===== src/rtl/lps_pkg.sv =====
// Shared constants for the line pixel stepper.
package lps_pkg;

    // Default coordinate width and the supported range.
    localparam int COORD_BITS_DEF = 11;

    // Color register width.
    localparam int RGB_BITS = 16;

    // APB data and address widths.
    localparam int CFG_DATA_BITS = 32;
    localparam int CFG_ADDR_BITS = 3;

    // Register index taken from the word address.
    localparam int CFG_INDEX_BITS = CFG_ADDR_BITS - 2;
    localparam logic [CFG_INDEX_BITS-1:0] REG_PIXEL_COLOR = '0;

    // Command codes carried in the input beat.
    localparam logic CMD_START = 1'b0;
    localparam logic CMD_STEP  = 1'b1;

endpackage


===== src/rtl/lps_ifs.sv =====
// Valid/ready channel interfaces for the line pixel stepper.
interface lps_in_if #(
    parameter int COORD_BITS = lps_pkg::COORD_BITS_DEF
);
    logic                  valid;
    logic                  ready;
    logic                  cmd;
    logic [COORD_BITS-1:0] x_start;
    logic [COORD_BITS-1:0] y_start;
    logic [COORD_BITS-1:0] x_end;
    logic [COORD_BITS-1:0] y_end;

    modport source (output valid, output cmd, output x_start, output y_start,
                    output x_end, output y_end, input ready);
    modport sink   (input valid, input cmd, input x_start, input y_start,
                    input x_end, input y_end, output ready);
endinterface

interface lps_out_if #(
    parameter int COORD_BITS = lps_pkg::COORD_BITS_DEF
);
    logic                        valid;
    logic                        ready;
    logic [COORD_BITS-1:0]       pixel_x;
    logic [COORD_BITS-1:0]       pixel_y;
    logic [lps_pkg::RGB_BITS-1:0] pixel_rgb;
    logic                        last_pixel;

    modport source (output valid, output pixel_x, output pixel_y, output pixel_rgb,
                    output last_pixel, input ready);
    modport sink   (input valid, input pixel_x, input pixel_y, input pixel_rgb,
                    input last_pixel, output ready);
endinterface


===== src/rtl/line_pixel_stepper.sv =====
// Bresenham line walker: one pixel beat out for each start or busy step beat in.
// Each pixel is registered in the output register, or in the skid register, which
// holds one extra pixel while the output is stalled. One input beat per cycle is
// taken while the skid register is empty; the single walk update is combinational
// between the line state registers and the output and skid registers.
// Reset (rst_n, asynchronous, active low) makes the walker idle, empties the output
// and skid registers and clears the color register.
module line_pixel_stepper #(
    parameter int COORD_BITS = lps_pkg::COORD_BITS_DEF
) (
    input  logic                              clk,
    input  logic                              rst_n,
    input  logic                              psel,
    input  logic                              penable,
    input  logic                              pwrite,
    input  logic [lps_pkg::CFG_ADDR_BITS-1:0] paddr,
    input  logic [lps_pkg::CFG_DATA_BITS-1:0] pwdata,
    output logic [lps_pkg::CFG_DATA_BITS-1:0] prdata,
    output logic                              pready,
    lps_in_if.sink                            in_ch,
    lps_out_if.source                         out_ch
);
    import lps_pkg::*;

    // The error term needs two bits above the coordinate width: one for the
    // sign and one for the headroom of an add before the correction.
    localparam int ERR_BITS = COORD_BITS + 2;

    // Configuration register.
    logic [RGB_BITS-1:0]       color_reg;
    logic                      cfg_write;
    logic [CFG_INDEX_BITS-1:0] cfg_index;

    // Line state.
    logic                  busy_reg, busy_next;
    logic                  y_major_reg, y_major_next;
    logic                  col_dec_reg, col_dec_next;
    logic                  row_dec_reg, row_dec_next;
    logic [COORD_BITS-1:0] col_reg, col_next;
    logic [COORD_BITS-1:0] row_reg, row_next;
    logic [COORD_BITS-1:0] end_col_reg, end_col_next;
    logic [COORD_BITS-1:0] end_row_reg, end_row_next;
    logic [COORD_BITS-1:0] dx_reg, dx_next;
    logic [COORD_BITS-1:0] dy_reg, dy_next;
    logic [ERR_BITS-1:0]   err_reg, err_next;

    // Output register and skid register.
    logic                  out_valid_reg;
    logic [COORD_BITS-1:0] out_x_reg;
    logic [COORD_BITS-1:0] out_y_reg;
    logic [RGB_BITS-1:0]   out_rgb_reg;
    logic                  out_last_reg;
    logic                  skid_valid_reg;
    logic [COORD_BITS-1:0] skid_x_reg;
    logic [COORD_BITS-1:0] skid_y_reg;
    logic [RGB_BITS-1:0]   skid_rgb_reg;
    logic                  skid_last_reg;

    // Handshake terms.
    logic in_fire;
    logic out_fire;
    logic out_stalled;

    // Start decode.
    logic                  x_up;
    logic                  y_up;
    logic [COORD_BITS-1:0] abs_dx;
    logic [COORD_BITS-1:0] abs_dy;
    logic                  start_y_major;
    logic [COORD_BITS-1:0] start_major;
    logic [ERR_BITS-1:0]   start_err;
    logic                  start_last;

    // Step decode.
    logic [COORD_BITS-1:0] col_step;
    logic [COORD_BITS-1:0] row_step;
    logic [COORD_BITS-1:0] d_minor;
    logic [COORD_BITS-1:0] d_major;
    logic [ERR_BITS-1:0]   err_add;
    logic                  minor_move;
    logic [COORD_BITS-1:0] step_col;
    logic [COORD_BITS-1:0] step_row;
    logic                  step_last;

    // Result of the beat being accepted.
    logic                  res_valid;
    logic                  res_last;

    // ------------------------------------------------------------------
    // APB register port. Writes complete in the access phase; there are
    // no wait states. Addresses beyond the color register read as zero.
    // ------------------------------------------------------------------
    assign pready    = 1'b1;
    assign cfg_index = paddr[CFG_ADDR_BITS-1:2];
    assign cfg_write = psel && penable && pwrite && pready;

    always_comb
    begin
        prdata = '0;
        if (cfg_index == REG_PIXEL_COLOR)
        begin
            prdata = CFG_DATA_BITS'(color_reg);
        end
    end

    always_ff @(posedge clk or negedge rst_n)
    begin
        if (!rst_n)
        begin
            color_reg <= '0;
        end
        else if (cfg_write && (cfg_index == REG_PIXEL_COLOR))
        begin
            color_reg <= pwdata[RGB_BITS-1:0];
        end
    end

    // ------------------------------------------------------------------
    // Handshake. The input is blocked only when the skid register holds a
    // pixel, which it takes only while the output register is stalled.
    // ------------------------------------------------------------------
    assign in_ch.ready = !skid_valid_reg;
    assign in_fire     = in_ch.valid && in_ch.ready;
    assign out_fire    = out_valid_reg && out_ch.ready;
    assign out_stalled = out_valid_reg && !out_ch.ready;

    // ------------------------------------------------------------------
    // Start beat: absolute deltas, step directions and the major axis.
    // A coordinate moves downward when its end is not above its start,
    // which only matters when its delta is nonzero.
    // ------------------------------------------------------------------
    assign x_up          = in_ch.x_end > in_ch.x_start;
    assign y_up          = in_ch.y_end > in_ch.y_start;
    assign abs_dx        = x_up ? (in_ch.x_end - in_ch.x_start) : (in_ch.x_start - in_ch.x_end);
    assign abs_dy        = y_up ? (in_ch.y_end - in_ch.y_start) : (in_ch.y_start - in_ch.y_end);
    assign start_y_major = abs_dx < abs_dy;
    assign start_major   = start_y_major ? abs_dy : abs_dx;
    // The error is seeded with minus half the major delta.
    assign start_err     = ERR_BITS'(0) - ERR_BITS'(start_major >> 1);
    // A start emits the first endpoint; it is also the last one when the
    // major coordinate already sits on the end.
    assign start_last    = start_y_major ? (in_ch.y_start == in_ch.y_end)
                                         : (in_ch.x_start == in_ch.x_end);

    // ------------------------------------------------------------------
    // Step beat: the major coordinate always moves one unit. The error
    // gains the minor delta, and once it is not negative the minor
    // coordinate moves and the error gives back the major delta. A zero
    // minor delta never moves the minor coordinate, so straight runs stay
    // on their row or column.
    // ------------------------------------------------------------------
    assign col_step   = col_dec_reg ? (col_reg - COORD_BITS'(1)) : (col_reg + COORD_BITS'(1));
    assign row_step   = row_dec_reg ? (row_reg - COORD_BITS'(1)) : (row_reg + COORD_BITS'(1));
    assign d_minor    = y_major_reg ? dx_reg : dy_reg;
    assign d_major    = y_major_reg ? dy_reg : dx_reg;
    assign err_add    = err_reg + ERR_BITS'(d_minor);
    assign minor_move = !err_add[ERR_BITS-1] && (d_minor != '0);
    assign step_col   = (y_major_reg && !minor_move) ? col_reg : col_step;
    assign step_row   = (!y_major_reg && !minor_move) ? row_reg : row_step;
    assign step_last  = y_major_reg ? (step_row == end_row_reg) : (step_col == end_col_reg);

    // ------------------------------------------------------------------
    // Next line state. A start always restarts the walk, busy or not; a
    // step while idle changes nothing and gives no pixel.
    // ------------------------------------------------------------------
    always_comb
    begin
        busy_next    = busy_reg;
        y_major_next = y_major_reg;
        col_dec_next = col_dec_reg;
        row_dec_next = row_dec_reg;
        col_next     = col_reg;
        row_next     = row_reg;
        end_col_next = end_col_reg;
        end_row_next = end_row_reg;
        dx_next      = dx_reg;
        dy_next      = dy_reg;
        err_next     = err_reg;
        res_valid    = 1'b0;
        res_last     = 1'b0;

        if (in_fire)
        begin
            unique case (in_ch.cmd)
                CMD_START:
                begin
                    y_major_next = start_y_major;
                    col_dec_next = !x_up;
                    row_dec_next = !y_up;
                    col_next     = in_ch.x_start;
                    row_next     = in_ch.y_start;
                    end_col_next = in_ch.x_end;
                    end_row_next = in_ch.y_end;
                    dx_next      = abs_dx;
                    dy_next      = abs_dy;
                    err_next     = start_err;
                    busy_next    = !start_last;
                    res_valid    = 1'b1;
                    res_last     = start_last;
                end
                CMD_STEP:
                begin
                    if (busy_reg)
                    begin
                        col_next  = step_col;
                        row_next  = step_row;
                        err_next  = minor_move ? (err_add - ERR_BITS'(d_major)) : err_add;
                        busy_next = !step_last;
                        res_valid = 1'b1;
                        res_last  = step_last;
                    end
                end
                default:
                begin
                    busy_next = busy_reg;
                end
            endcase
        end
    end

    always_ff @(posedge clk or negedge rst_n)
    begin
        if (!rst_n)
        begin
            busy_reg <= 1'b0;
        end
        else
        begin
            busy_reg <= busy_next;
        end
    end

    // Walk registers only matter while busy, and a start loads them all.
    always_ff @(posedge clk)
    begin
        y_major_reg <= y_major_next;
        col_dec_reg <= col_dec_next;
        row_dec_reg <= row_dec_next;
        col_reg     <= col_next;
        row_reg     <= row_next;
        end_col_reg <= end_col_next;
        end_row_reg <= end_row_next;
        dx_reg      <= dx_next;
        dy_reg      <= dy_next;
        err_reg     <= err_next;
    end

    // ------------------------------------------------------------------
    // Output register with a skid register behind it. A new pixel goes to
    // the output register when that is free or draining this cycle, and to
    // the skid register when the output is stalled. The pixel carries the
    // color as it stands when the pixel is made. The current pixel of the
    // walk is col_next and row_next.
    // ------------------------------------------------------------------
    always_ff @(posedge clk or negedge rst_n)
    begin
        if (!rst_n)
        begin
            out_valid_reg  <= 1'b0;
            skid_valid_reg <= 1'b0;
        end
        else if (skid_valid_reg)
        begin
            if (out_fire)
            begin
                skid_valid_reg <= 1'b0;
            end
        end
        else if (res_valid)
        begin
            if (out_stalled)
            begin
                skid_valid_reg <= 1'b1;
            end
            else
            begin
                out_valid_reg <= 1'b1;
            end
        end
        else if (out_fire)
        begin
            out_valid_reg <= 1'b0;
        end
    end

    always_ff @(posedge clk)
    begin
        if (skid_valid_reg)
        begin
            if (out_fire)
            begin
                out_x_reg    <= skid_x_reg;
                out_y_reg    <= skid_y_reg;
                out_rgb_reg  <= skid_rgb_reg;
                out_last_reg <= skid_last_reg;
            end
        end
        else if (res_valid)
        begin
            if (out_stalled)
            begin
                skid_x_reg    <= col_next;
                skid_y_reg    <= row_next;
                skid_rgb_reg  <= color_reg;
                skid_last_reg <= res_last;
            end
            else
            begin
                out_x_reg    <= col_next;
                out_y_reg    <= row_next;
                out_rgb_reg  <= color_reg;
                out_last_reg <= res_last;
            end
        end
    end

    assign out_ch.valid      = out_valid_reg;
    assign out_ch.pixel_x    = out_x_reg;
    assign out_ch.pixel_y    = out_y_reg;
    assign out_ch.pixel_rgb  = out_rgb_reg;
    assign out_ch.last_pixel = out_last_reg;

endmodule


===== src/flat_wrapper.sv =====
// flat-port wrapper written by rule: the top's interface ports become plain ports
module line_pixel_stepper_flat import lps_pkg::*;
#(
    parameter int COORD_BITS = lps_pkg::COORD_BITS_DEF
)
  (clk, rst_n, psel, penable, pwrite, paddr, pwdata, prdata, pready, in_ch_valid, in_ch_cmd, in_ch_x_start, in_ch_y_start, in_ch_x_end, in_ch_y_end, in_ch_ready, out_ch_valid, out_ch_pixel_x, out_ch_pixel_y, out_ch_pixel_rgb, out_ch_last_pixel, out_ch_ready);
  lps_in_if #(.COORD_BITS(COORD_BITS)) in_ch_i ();
  lps_out_if #(.COORD_BITS(COORD_BITS)) out_ch_i ();
  input  logic clk;
  input  logic rst_n;
  input  logic psel;
  input  logic penable;
  input  logic pwrite;
  input  logic [lps_pkg::CFG_ADDR_BITS-1:0] paddr;
  input  logic [lps_pkg::CFG_DATA_BITS-1:0] pwdata;
  output logic [lps_pkg::CFG_DATA_BITS-1:0] prdata;
  output logic pready;
  input wire logic [$bits(in_ch_i.valid)-1:0] in_ch_valid;
  input wire logic [$bits(in_ch_i.cmd)-1:0] in_ch_cmd;
  input wire logic [$bits(in_ch_i.x_start)-1:0] in_ch_x_start;
  input wire logic [$bits(in_ch_i.y_start)-1:0] in_ch_y_start;
  input wire logic [$bits(in_ch_i.x_end)-1:0] in_ch_x_end;
  input wire logic [$bits(in_ch_i.y_end)-1:0] in_ch_y_end;
  output wire logic [$bits(in_ch_i.ready)-1:0] in_ch_ready;
  output wire logic [$bits(out_ch_i.valid)-1:0] out_ch_valid;
  output wire logic [$bits(out_ch_i.pixel_x)-1:0] out_ch_pixel_x;
  output wire logic [$bits(out_ch_i.pixel_y)-1:0] out_ch_pixel_y;
  output wire logic [$bits(out_ch_i.pixel_rgb)-1:0] out_ch_pixel_rgb;
  output wire logic [$bits(out_ch_i.last_pixel)-1:0] out_ch_last_pixel;
  input wire logic [$bits(out_ch_i.ready)-1:0] out_ch_ready;
  assign in_ch_i.valid = in_ch_valid;
  assign in_ch_i.cmd = in_ch_cmd;
  assign in_ch_i.x_start = in_ch_x_start;
  assign in_ch_i.y_start = in_ch_y_start;
  assign in_ch_i.x_end = in_ch_x_end;
  assign in_ch_i.y_end = in_ch_y_end;
  assign in_ch_ready = in_ch_i.ready;
  assign out_ch_valid = out_ch_i.valid;
  assign out_ch_pixel_x = out_ch_i.pixel_x;
  assign out_ch_pixel_y = out_ch_i.pixel_y;
  assign out_ch_pixel_rgb = out_ch_i.pixel_rgb;
  assign out_ch_last_pixel = out_ch_i.last_pixel;
  assign out_ch_i.ready = out_ch_ready;
  line_pixel_stepper #(.COORD_BITS(COORD_BITS)) u_core (.clk(clk), .rst_n(rst_n), .psel(psel), .penable(penable), .pwrite(pwrite), .paddr(paddr), .pwdata(pwdata), .prdata(prdata), .pready(pready), .in_ch(in_ch_i), .out_ch(out_ch_i));
endmodule

===== config.mk =====
export PLATFORM = sky130hd
export DESIGN_NAME = line_pixel_stepper_flat
export DESIGN_NICKNAME = d
export VERILOG_FILES = /design/src/rtl/lps_pkg.sv /design/src/rtl/lps_ifs.sv /design/src/rtl/line_pixel_stepper.sv /design/src/flat_wrapper.sv
export SDC_FILE = /design/constraint.sdc
export NUM_CORES = 1
export LEC_CHECK = 0
export BUFFER_PORTS_ARGS = -buffer_cell sky130_fd_sc_hd__buf_2
export CAP_MARGIN = 5
export CORE_UTILIZATION = 55
export DETAILED_ROUTE_END_ITERATION = 10
export PLACE_DENSITY = 0.8
export SKIP_LAST_GASP = 1
export SLEW_MARGIN = 15
export SYNTH_ARGS = -nofsm -noshare
export SYNTH_HDL_FRONTEND = slang
export SYNTH_SLANG_ARGS = --single-unit

===== constraint.sdc =====
create_clock -name clk -period 12.4 [get_ports clk]
set_input_delay 0 -clock clk [delete_from_list [all_inputs] [get_ports clk]]
set_output_delay 0 -clock clk [all_outputs]
set_load 0.005 [all_outputs]

# ---- Yosys cells after proc, flatten, opt, wreduce, memory -nomap -nowiden
# Index checks and enable logic that the tools add are counted.
dict set report totals {
  regBits 179
  inputBits 87
  output_inout_bits 74
  elab_cells 125
}
dict set report op_classes {
  muxes 52
  n_reduce_logical 26
  eq_ne 8
  magnitude_cmp 3
  n_bitwise 3
  add_sub_neg 11
}
# op n
set ops {}
lappend ops {{11-bit two-way mux} 21}
lappend ops {{16-bit two-way mux} 5}
lappend ops {{11-bit equality test} 4}
lappend ops {{11-bit case mux with 2 select lines} 2}
lappend ops {{11-bit subtractor} 4}
lappend ops {{13-bit two-way mux} 2}
lappend ops {{13-bit case mux with 2 select lines} 1}
lappend ops {{11-bit by 1-bit adder with 11-bit output, second input constant} 2}
lappend ops {{11-bit greater-than comparator} 2}
lappend ops {{11-bit by 1-bit subtractor with 11-bit output, second input constant} 2}
lappend ops {{1-bit two-way mux} 18}
lappend ops {{13-bit by 11-bit adder with 13-bit output} 1}
lappend ops {{13-bit by 11-bit subtractor with 13-bit output} 1}
lappend ops {{11-bit < comparator} 1}
lappend ops {{11-bit nonzero test} 1}
lappend ops {{1-bit by 10-bit subtractor with 11-bit output, first input constant} 1}
lappend ops {{1-bit logical AND} 9}
lappend ops {{1-bit logical NOT} 9}
lappend ops {{3-bit AND reduction} 3}
lappend ops {{1-bit case mux with 2 select lines} 3}
lappend ops {{2-bit by 1-bit != test with 1-bit output, second input constant} 2}
lappend ops {{2-bit != test, second input constant} 2}
lappend ops {{2-bit AND reduction} 2}
lappend ops {{2-bit nonzero test} 2}
lappend ops {{1-bit NOT} 3}

# ---- Logic depth before layout (Yosys ltp)
# Gate-level depths: netlist of run 1.
dict set report depth {
  word_depth 15
  ltp_mapped 26
  mapped_depth_nobuf 24
}

# ---- Worst setup path before layout of run 1
# Ideal clock, no wire load.
dict set report synth_path {
  kind {input to register}
  startpoint {in in_ch_x_end[4]}
  endpoint {reg u_core.err_reg[8] (data pin)}
  required_time_ps 12139
  arrival_time_ps 4437
  n_path_buf 3
  slack_ps 7702
  stages 22
  path_cell_list {inv_1 -> ha_1 -> o21ai_0 -> a21boi_0 -> o221a_2 -> a21o_1 -> buf_4 -> inv_2 -> mux2_2 -> a211oi_1 -> xnor2_1 -> ha_1 -> or4_1 -> a221oi_1 -> nor2_1 -> clkbuf_1 -> a21oi_1 -> ha_1 -> clkbuf_2 -> nand4_1 -> xnor2_1 -> a311o_1}
}
dict set report synth_between {
  elab_chain_cells 6
}
# item line_no
set synth_lines {}
lappend synth_lines {{from (decl)} flat_wrapper.sv:22} ;# input wire logic [$bits(in_ch_i.x_end)-1:0] in_ch_x_end;
lappend synth_lines {{11-bit subtractor or 11-bit greater-than comparator (tied branches)} {line_pixel_stepper.sv:134, line_pixel_stepper.sv:132}}
lappend synth_lines {{11-bit two-way mux (*)} line_pixel_stepper.sv:134} ;# assign abs_dx = x_up ? (in_ch.x_end - in_ch.x_start) : (in_ch.x_start - in_ch.x_end);
lappend synth_lines {{net u_core.abs_dx[10]} line_pixel_stepper.sv:67} ;# logic [COORD_BITS-1:0] abs_dx;
lappend synth_lines {{11-bit < comparator (*)} line_pixel_stepper.sv:136} ;# assign start_y_major = abs_dx < abs_dy;
lappend synth_lines {{11-bit two-way mux (*)} line_pixel_stepper.sv:137} ;# assign start_major = start_y_major ? abs_dy : abs_dx;
lappend synth_lines {{1-bit by 10-bit subtractor with 11-bit output (*)} line_pixel_stepper.sv:139} ;# assign start_err = ERR_BITS'(0) - ERR_BITS'(start_major >> 1);
lappend synth_lines {{13-bit case mux with 2 select lines (*)} line_pixel_stepper.sv:184} ;# unique case (in_ch.cmd)
lappend synth_lines {{to (signal assigned)} line_pixel_stepper.sv:245} ;# err_reg <= err_next;
lappend synth_lines {{to (decl)} line_pixel_stepper.sv:45} ;# logic [ERR_BITS-1:0] err_reg, err_next;
# The timed path passes the listed nets; every way through them passes the cells marked *.
# A chain may end at the register's enable or synchronous reset.

# ---- Final worst setup path of run 1
dict set report layout_path {
  startpoint {in in_ch_x_end[2]}
  endpoint {reg u_core.err_reg[7] (data pin)}
}
dict set report layout_between {
  elab_chain_cells 6
}
# item line_no
set layout_lines {}
lappend layout_lines {{11-bit subtractor or 11-bit greater-than comparator (tied branches)} {line_pixel_stepper.sv:134, line_pixel_stepper.sv:132}}
lappend layout_lines {{11-bit two-way mux (*)} line_pixel_stepper.sv:134}
lappend layout_lines {{net u_core.abs_dx[10]} line_pixel_stepper.sv:67}
lappend layout_lines {{11-bit < comparator (*)} line_pixel_stepper.sv:136}
lappend layout_lines {{net u_core.start_y_major} line_pixel_stepper.sv:69} ;# logic start_y_major;
lappend layout_lines {{11-bit two-way mux (*)} line_pixel_stepper.sv:137}
lappend layout_lines {{1-bit by 10-bit subtractor with 11-bit output (*)} line_pixel_stepper.sv:139}
lappend layout_lines {{13-bit case mux with 2 select lines (*)} line_pixel_stepper.sv:184}
# Marked as above.

==> impl_metrics.tcl, run 1 <==
set metrics [dict create \
    finalInstanceArea_sq_um 14280 \
    place.gp.congestion 0.9336 \
    ys_seq_area_share_pct 41.18 \
    syn_inst 1180 \
    cts_setup_buffers 0 \
    htreeDepth 4 \
    drc 0 \
    ff2ff_setup_slack_ns 7.51 \
    r2r_cells 15 \
    finalWorstPathRequiredPeriod_ns 5.971 \
    die_h_microns 151.5 \
    worst_r2r_endpoint "u_core.out_ch.last_pixel" \
    dr.pass1.iters 7 \
    yosysMostFrequentCell "edfxtp_1" \
    ant_nets 0 \
    dp_hpwl_microns 23180 \
    die_x_microns 151.5 \
    p_seq_share_pct 28.9 \
    post_drt_wl_per_cell_microns 19.61 \
    timing.fmax_mhz 167.5 \
    nFillCells 1708 \
    place_area_sq_um 13110 \
    tritoncts "built" \
    gr-total-overflow 0 \
    p_leak_nw 6.039 \
    pin_count 161 \
    die_area_sq_um 22940 \
    rows 54 \
    hold_end "u_core.col_reg[0]" \
    drt_iter0_drc 695 \
    drv_cap 0 \
    hold_viol 0 \
    cts_buffer_depth 2 \
    ys_types 89 \
    clkTransAtPathRegs_ns 0.07 \
    grt_usage_pct 28.52 \
    cp_top_family "simple AND/OR/NAND/NOR gates" \
    path_buf_inv 5 \
    fin_setup_tns_ns 0 \
    internal_power_w 0.002013 \
    hold_buffers 58 \
    postCtsResizedCells 0 \
    coreArea_sq_um 21890 \
    worst_r2r_startpoint "u_core.y_major_reg" \
    cts_root_buf "clkbuf_16" \
    start_util_pct 56.13 \
    cts.sinks 179 \
    nets 1539 \
    crit_type "primary input to flop" \
    tightestPinTransition_ns 1.145 \
    synth-seq-cells 179 \
    cp-end-kind "flop" \
    min_path_cells 4 \
    cp.arrival_ns 6.15 \
    slowest_stage "nor4b_1" \
    status "completed" \
    setup_viol 0 \
    n_antenna_cell 0 \
    seqCellArea_sq_um 5060 \
    finalCritPeriodShare_pct 48.16 \
    syn_area_sq_um 12290 \
    max_stage_delay_ns 0.56 \
    worstPathCellList "dlygate4sd3_1, buf_2, inv_1, ha_1, nand4_1, nor3b_1, a21oi_1, a21o_1, inv_2, mux2_2, a211oi_1, xnor2_1, ha_1, or4_1, a221oi_1, nor2_1, inv_2, nand2_1, o22ai_1, nor4b_1, mux2i_1, o211ai_1" \
    grt_max_degree 52 \
    p_switching_w 0.001476 \
    layout-drive-gt1-share_pct 19.72 \
    synthTopCellsByArea "edfxtp_1 (34%), ha_1 (9.5%), mux2_2 (6.3%), dfrtp_1 (3.9%), dfxtp_1 (3.6%)" \
    first_global_vias 9711 \
    synthFlopType "edfxtp_1" \
    synth_common_cells "edfxtp_1 (138), ha_1 (93), inv_1 (92), a21oi_1 (79), mux2_2 (69)" \
    synth_edf_count 138 \
    cp_data_required_time_ns 12.58 \
    placed_cells 1554 \
    rsz0062_at_grt "false" \
    cts_inserted_buffers 17 \
    synth_area_per_cell_sq_um 10.41 \
    synth_top_area_share_pct 33.72 \
    multi_input_area_sq_um 6656 \
    dp_slack_ns 6.904 \
    finalWirelength_microns 32240 \
    grt_pass1_wl_microns 49790 \
    path_max_fanout 10 \
    clk_latency_ns 0.44 \
    hp-class "primary input to flop" \
    finalMaxSlewViolations 0 \
    portBuffers 125 \
    synth.largest_area_cell "edfxtp_1" \
    powerDensity_nw_per_um2 244.3 \
    fin_skew_ns 0.01080 \
    antenna_found_initial 1 \
    relSlewSlack_pct 23.57 \
    yosys_warnings 0 \
    peakVddDrop_v 0.0001400 \
    vias_per_cell 6.122 \
    cp-start-kind "primary input" \
    swShare_pct 42.32 \
    pwr-share-clk_pct 15.6 \
    vias 10070 \
    async_flop_share_pct 10.61 \
    fin_cells 1644 \
    comb_power_share_pct 55.5 \
    hold_start "in_ch_x_start[0]" \
    area_growth_pct 16.24 \
    fin_ws_ns 6.429 \
]
-- worst max path at each step --
stage | start | end | slack, ns | cells past startpoint
finish | in_ch_x_end[2] | u_core.err_reg[7] | 6.43 | 22
global route | in_ch_y_end[4] | u_core.err_reg[7] | 6.18 | 22
CTS | in_ch_x_end[6] | u_core.err_reg[7] | 6.66 | 22
detailed placement | in_ch_x_end[2] | u_core.err_reg[7] | 6.90 | 21
global placement | in_ch_x_end[2] | u_core.err_reg[8] | 6.95 | 21
floorplan | in_ch_x_end[4] | u_core.err_reg[8] | 7.70 | 22
-- through the flow --
| stage | power (W) | hold WS [ns] | utilization (%) |
|---|---|---|---|
| 2_1_floorplan | 0.002433 | -0.2956 | - |
| 3_3_place_gp | 0.002836 | -0.02182 | 59.88 |
| 3_5_place_dp | 0.002906 | -0.02266 | 59.88 |
| 4_1_cts | 0.003477 | 0.0001970 | 65.25 |
| 5_1_grt | 0.003744 | 0.04581 | 65.25 |
| 6_report | 0.003489 | 0.01436 | 65.25 |
-- cell families (layout without fill, tap and decap cells) --
kind of cell,Yosys count,count (layout),synth area share [%]
xor gates and xnor gates,70,70,5.050
AOI/OAI and AO/OA,321,321,17.75
buffers and inverters,149,318,5.234
DFF,179,179,41.18
other,2,17,0.06112
muxes,102,102,9.011
and+or+nand+nor,256,256,10.95
adders and majority gates,101,101,10.77
-- layout make-up --
cell class / count / share of cell area, %
clock buffer: 18 / 3.005
sequential: 179 / 35.42
clock inverter: 14 / 1.156
tap: 280 / 2.453
multi-input combinational: 867 / 46.60
timing repair buffer: 191 / 8.865
inverter: 95 / 2.496
-- power groups by stage --
stage / combinational (W) / clock (W) / sequential, W
floorplan: 0.00144 / 0 / 0.000992
global placement: 0.00183 / 0 / 0.00101
detailed placement: 0.00189 / 0 / 0.00102
CTS: 0.00192 / 0.000548 / 0.00100
global route: 0.00215 / 0.000570 / 0.00103
finish: 0.00194 / 0.000544 / 0.00101
-- metal layers --
layer  track usage (%)  part of all wire (%)
met5                 0                     0
met4             10.60                   2.9
met3             6.826                   7.9
met2             45.82                    47
met1             37.30                    42
-- worst min-delay path: stages --
cell and delay, ns:
buf_2 0.13, o22ai_1 0.10, o2bb2ai_1 0.13, inv_1 0.07
-- layout by cell type, fill, tap and decap left out, types with 12 or more instances in the layout --
master         instances
conb_1                17
a21o_1                29
ha_1                  93
mux2_2                69
nor3_1                14
o21ai_0               51
dfxtp_1               22
a31oi_1               12
inv_1                 91
dlygate4sd3_1         58
a211oi_1              15
buf_2                125
nand2_1               52
clkbuf_16             17
xnor2_1               48
a21oi_1               78
o22ai_1               20
xor2_1                21
edfxtp_1             138
nand3_1               20
mux2i_1               33
o21a_1                13
nor2_1                65
nor2b_1               28
dfrtp_1               19
(Power assumes the default switching activity.)
==> run 2: changes to the inputs <==
--- a/config.mk
+++ b/config.mk
@@ -7,9 +7,9 @@
 export LEC_CHECK = 0
 export BUFFER_PORTS_ARGS = -buffer_cell sky130_fd_sc_hd__buf_2
 export CAP_MARGIN = 5
-export CORE_UTILIZATION = 55
+export CORE_UTILIZATION = 54
 export DETAILED_ROUTE_END_ITERATION = 10
-export PLACE_DENSITY = 0.8
+export PLACE_DENSITY = 0.81
 export SKIP_LAST_GASP = 1
 export SLEW_MARGIN = 15
 export SYNTH_ARGS = -nofsm -noshare
==> constraint.sdc (replaced) <==
create_clock -name clk -period 5.4 [get_ports clk]
set_input_delay 0 -clock clk [delete_from_list [all_inputs] [get_ports clk]]
set_output_delay 0 -clock clk [all_outputs]
set_load 0.005 [all_outputs]
==> impl_metrics.tcl, run 2 (synthesized netlist as in run 1, its figures left out) <==
set metrics [dict create \
    status "completed" \
    first_global_vias 9761 \
    clkTransAtPathRegs_ns 0.08 \
    path_max_fanout 13 \
    place.gp.congestion 0.9176 \
    clk_latency_ns 0.45 \
    cts_root_buf "clkbuf_16" \
    htreeDepth 4 \
    finalWirelength_microns 32830 \
    cts.sinks 179 \
    cts_buffer_depth 2 \
    max_stage_delay_ns 0.56 \
    mostFrequentLayoutCells "edfxtp_1 (138), buf_2 (125), inv_1 (91), ha_1 (89), a21oi_1 (77)" \
    vias 10270 \
    finalWorstPathRequiredPeriod_ns 5.224 \
    die_area_sq_um 23360 \
    relSlewSlack_pct 36.33 \
    ant_nets 0 \
    rows 54 \
    area_growth_pct 18.96 \
    placed_cells 1579 \
    cp-start-kind "primary input" \
    nets 1568 \
    layout-drive-gt1-share_pct 22.61 \
    coreArea_sq_um 22090 \
    cp_data_required_time_ns 5.60 \
    fin_cells 1673 \
    setup_viol 0 \
    cp-end-kind "flop" \
    vias_per_cell 6.136 \
    grt_usage_pct 28.00 \
    timing.fmax_mhz 191.4 \
    drc 0 \
    dr.pass1.iters 5 \
    slowest_stage "or4_1" \
    layout_commonest_cell "edfxtp_1" \
    hold_viol 0 \
    antenna_found_initial 1 \
    drv_cap 0 \
    die_x_microns 152.9 \
    start_util_pct 55.62 \
    fin_setup_tns_ns 0 \
    portBuffers 125 \
    pin_count 161 \
    tightestPinTransition_ns 0.9550 \
    finalMaxSlewViolations 0 \
    cp.arrival_ns 5.42 \
    cts_inserted_buffers 17 \
    p_leak_nw 6.195 \
    n_antenna_cell 0 \
    post_drt_wl_per_cell_microns 19.62 \
    crit_type "primary input to flop" \
    grt_max_degree 41 \
    gr-total-overflow 0 \
    powerDensity_nw_per_um2 559.4 \
    finalCritPeriodShare_pct 96.74 \
    drt_iter0_drc 956 \
    fin_skew_ns 0.009968 \
    grt_pass1_wl_microns 51380 \
    peakVddDrop_v 0.0003261 \
    utilization_pct 66.16 \
    whs_ns 0.04579 \
    tritoncts "built" \
    worstPathCellList "dlygate4sd3_1, buf_2, ha_1, nor2b_1, o31a_1, o221a_2, a21o_1, buf_4, mux2_2, a211oi_2, xnor2_1, ha_1, or4_1, a221oi_2, nor2_2, buf_4, a2111oi_1, a41o_2, nand4_1, xnor2_1, a311o_1" \
    hp-class "primary input to asynchronous set/reset pin" \
    die_h_microns 152.9 \
    dp_hpwl_microns 23600 \
]
==> run 2: changes by cell type in the layout (fill, tap and decap cells not counted), moves of 3 or more <==
| cell | before | now |
|---|---|---|
| buf_4 | 8 | 35 |
| inv_6 | 0 | 4 |
| ha_1 | 93 | 89 |
| a221oi_1 | 5 | 2 |
| clkinv_4 | 5 | 1 |
| a221oi_2 | 0 | 3 |
| clkinv_8 | 3 | 6 |
| ha_2 | 0 | 4 |
| inv_8 | 5 | 2 |
==> run 2: metrics by stage <==
stage                     worst slack [ns]  total power (W)  area [sq um]
final                               0.1760         0.008178         14620
after global routing              -0.04100         0.008741         14620
after CTS                         0.009362         0.008068         14520
after detailed placement           0.04910         0.006729         13310
after global placement              0.2496         0.006608         13310
after floorplan                     0.7019         0.005586         12340
==> run 2: final timing paths <==
path	start	depth (start not counted)	end	slack (ns)
setup / recovery	in_ch_x_start[1]	21	u_core.err_reg[8]	0.18
hold / removal	rst_n	2	u_core.color_reg[15]	0.05
setup reg to reg	u_core.y_major_reg	13	u_core.out_ch.last_pixel	0.30
hold reg to reg	u_core.color_reg[8]	0	u_core.skid_rgb_reg[8]	0.50
max in group asynchronous	rst_n	2	u_core.out_ch.valid	5.01
min in group clk	in_ch_x_start[0]	4	u_core.col_reg[0]	0.05
==> run 2: critical path: cells and delay by family <==
family,cells,cell delay [ns]
mux,1,0.33
xor+xnor,2,0.31
compound gates,8,2.23
simple gates,4,0.94
fa+ha+maj,2,0.56
buf+inv,4,1.05
==> run 2: area by class of cell <==
class | instances | area (sq um)
clock buffer | 17 | 425.4
clock inverter | 15 | 196.4
fill | 1601 | 7476
inverter | 95 | 356.6
multi-input combinational | 867 | 6730
sequential | 179 | 5060
tap | 280 | 350.3
timing repair buffer | 220 | 1499
==> run 2: layer usage <==
metal | vias up | wire length [microns] | track usage (%)
li1 | 4787 | - | -
met1 | 4965 | 14050 | 38.12
met2 | 456 | 15440 | 45.19
met3 | 58 | 2636 | 5.387
met4 | 0 | 698 | 8.754
met5 | - | 0 | 0
==> run 2: timing repair <==
| action | 4_1_cts | 5_1_grt |
|---|---|---|
| setup endpoints to repair | 0 | 11 |
| hold endpoints to repair | 79 | 0 |
| gates resized for setup | 0 | 19 |
| buffers inserted | 0 | 3 |
| hold buffers | 59 | 0 |
==> run 2: power breakdown <==
part | switching [W] | leakage [nW] | internal (W)
logic | 0.00256 | 4.20 | 0.00202
registers | 0.000261 | 1.69 | 0.00206
clock network | 0.000647 | 0.300 | 0.000637
total | 0.00346 | 6.19 | 0.00471
==> run 3: changes to the inputs <==
--- a/config.mk
+++ b/config.mk
@@ -5,6 +5,7 @@
 export SDC_FILE = /design/constraint.sdc
 export NUM_CORES = 1
 export LEC_CHECK = 0
+export ABC_AREA = 1
 export BUFFER_PORTS_ARGS = -buffer_cell sky130_fd_sc_hd__buf_2
 export CAP_MARGIN = 5
 export CORE_UTILIZATION = 54
==> impl_metrics.tcl, run 3 <==
set metrics [dict create \
    path_buf_inv 7 \
    worst_r2r_startpoint "u_core.y_major_reg" \
    ys_types 56 \
    fin_skew_ns 0.01756 \
    cts.sinks 179 \
    fin_setup_tns_ns 0 \
    cp-start-kind "primary input" \
    synthTopCellsByArea "edfxtp_1 (32%), nand2_1 (13%), ha_1 (9.0%), inv_1 (7.4%), nand3_1 (4.1%)" \
    synth.largest_area_cell "edfxtp_1" \
    ant_nets 0 \
    hold_viol 0 \
    nets 1969 \
    vias 11400 \
    place.gp.congestion 0.9344 \
    crit_type "primary input to flop" \
    synthFlopType "edfxtp_1" \
    die_x_microns 156.6 \
    synth_area_per_cell_sq_um 7.870 \
    fin_cells 2115 \
    drv_cap 0 \
    gr-total-overflow 0 \
    pin_count 161 \
    slowest_stage "dlygate4sd3_1" \
    drc 0 \
    whs_ns 0.04640 \
    first_global_vias 10740 \
    powerDensity_nw_per_um2 554.8 \
    relSlewSlack_pct 33.28 \
    dp_hpwl_microns 23960 \
    portBuffers 125 \
    cts_root_buf "clkbuf_16" \
    crit_top_cell "nand2_1" \
    grt_pass1_wl_microns 51650 \
    ff2ff_setup_slack_ns 1.11 \
    async_flop_share_pct 10.61 \
    finalWorstPathRequiredPeriod_ns 4.681 \
    syn_inst 1639 \
    drt_iter0_drc 945 \
    fin_ws_ns 0.7195 \
    cp.depth 27 \
    ys_seq_area_share_pct 39.23 \
    tritoncts "built" \
    placed_cells 2041 \
    cts_inserted_buffers 17 \
    tightestPinTransition_ns 1.001 \
    finalMaxSlewViolations 0 \
    peakVddDrop_v 0.0003066 \
    grt_usage_pct 26.75 \
    finalCritPeriodShare_pct 86.68 \
    cts_buffer_depth 2 \
    synth_common_cells "nand2_1 (454), inv_1 (256), edfxtp_1 (138), nand3_1 (106), ha_1 (93)" \
    post_drt_wl_per_cell_microns 15.40 \
    synth-seq-cells 179 \
    antenna_found_initial 5 \
    area_growth_pct 13.67 \
    max_stage_delay_ns 0.54 \
    cp_top_family "simple AND/OR/NAND/NOR gates" \
    cp_data_required_time_ns 5.59 \
    layout-drive-gt1-share_pct 11.48 \
    r2r_cells 20 \
    yosysMostFrequentCell "nand2_1" \
    clk_latency_ns 0.45 \
    grt_max_degree 58 \
    dr.pass1.iters 6 \
    finalWirelength_microns 32560 \
    rsz0062_at_grt "false" \
    worst_r2r_endpoint "u_core.err_reg[11]" \
    die_h_microns 156.6 \
    timing.fmax_mhz 213.7 \
    hp-class "primary input to asynchronous set/reset pin" \
    clkTransAtPathRegs_ns 0.08 \
    path_max_fanout 14 \
    synth_top_area_share_pct 32.13 \
    htreeDepth 4 \
    start_util_pct 54.95 \
    p_leak_nw 7.269 \
    cts_setup_buffers 0 \
    syn_area_sq_um 12900 \
    rows 56 \
    synth_edf_count 138 \
    postCtsResizedCells 0 \
    yosys_warnings 0 \
    cp-end-kind "flop" \
    mostFrequentLayoutCells "nand2_1 (454), inv_1 (256), edfxtp_1 (138), buf_2 (125), nand3_1 (106)" \
    setup_viol 0 \
    nFillCells 1958 \
    vias_per_cell 5.391 \
    coreArea_sq_um 23470 \
    dp_slack_ns 0.9212 \
    status "completed" \
    cp.arrival_ns 4.87 \
    die_area_sq_um 24510 \
    layout_commonest_cell "nand2_1" \
]
==> run 3: changes by cell type after synthesis, moves of 15 or more <==
cell / change
xor2_1: +26
xnor2_1: -28
nor2_1: +23
mux2_2: -69
nand2_1: +402
o22ai_1: -20
a221oi_1: +17
inv_1: +164
a22oi_1: +15
a21o_1: -22
o21ai_0: +20
nor2b_1: -29
nand3_1: +86
mux2i_1: -33
==> run 3: worst max path at each step <==
stage,startpoint,endpoint,slack [ns]
floorplan,u_core.skid_valid_reg,u_core.skid_last_reg,0.22
global placement,in_ch_y_end[6],u_core.err_reg[12],1.04
detailed placement,in_ch_y_end[6],u_core.err_reg[12],0.92
CTS,in_ch_y_end[6],u_core.err_reg[12],0.73
global route,in_ch_y_end[6],u_core.err_reg[12],0.31
finish,in_ch_y_end[6],u_core.err_reg[10],0.72
==> run 3: logic make-up (layout without fill, tap and decap cells) <==
kind of cell	count (synthesis)	after routing	share of synthesized area (%)
compound gates	259	259	12.19
xor+xnor	67	67	4.549
fa+ha+maj	101	101	10.26
buf+inv	335	475	11.01
flops	179	179	39.23
other cells	2	19	0.05822
simple gates	696	696	22.70
==> run 3: final cells by class <==
type                            instances  area, sq um  share of cell area (%)
Inverter                              264        991.0                   6.759
Tap cell                              319        399.1                   2.722
Sequential cell                       179         5060                   34.51
Timing Repair Buffer                  179         1131                   7.715
Clock inverter                         15        161.4                   1.101
Multi-Input combinational cell       1140         6489                   44.26
Antenna cell                            2        5.005                 0.03414
Clock buffer                           17        425.4                   2.902
==> run 3: through the flow <==
stage	util (%)	total power [W]	instance area, sq um
finish	62.46	0.008134	14660
global route	62.46	0.008843	14660
CTS	62.44	0.008075	14660
detailed placement	58.24	0.006769	13670
global placement	58.24	0.006610	13670
floorplan	-	0.005744	12950
==> run 3: layer usage <==
| layer | share of wire (%) | global-route usage, % | wire [microns] |
|---|---|---|---|
| met3 | 7.5 | 4.929 | 2452 |
| met1 | 42 | 35.30 | 13820 |
| met5 | 0.14 | 0 | 46 |
| met4 | 2.2 | 8.777 | 722 |
| met2 | 48 | 44.26 | 15520 |
==> run 3: where the power goes <==
group | internal (W) | switching [W] | leakage, nW | total (W)
Clock | 0.000623 | 0.000622 | 0.280 | 0.00124
Combinational | 0.00164 | 0.00297 | 5.33 | 0.00461
Sequential | 0.00207 | 0.000204 | 1.66 | 0.00228
==> run 3: timing repair <==
| action | 4_1_cts | 5_1_grt |
|---|---|---|
| hold buffers | 40 | 0 |
| endpoints found under the setup margin | 0 | 0 |
| endpoints found under the hold margin | 59 | 0 |
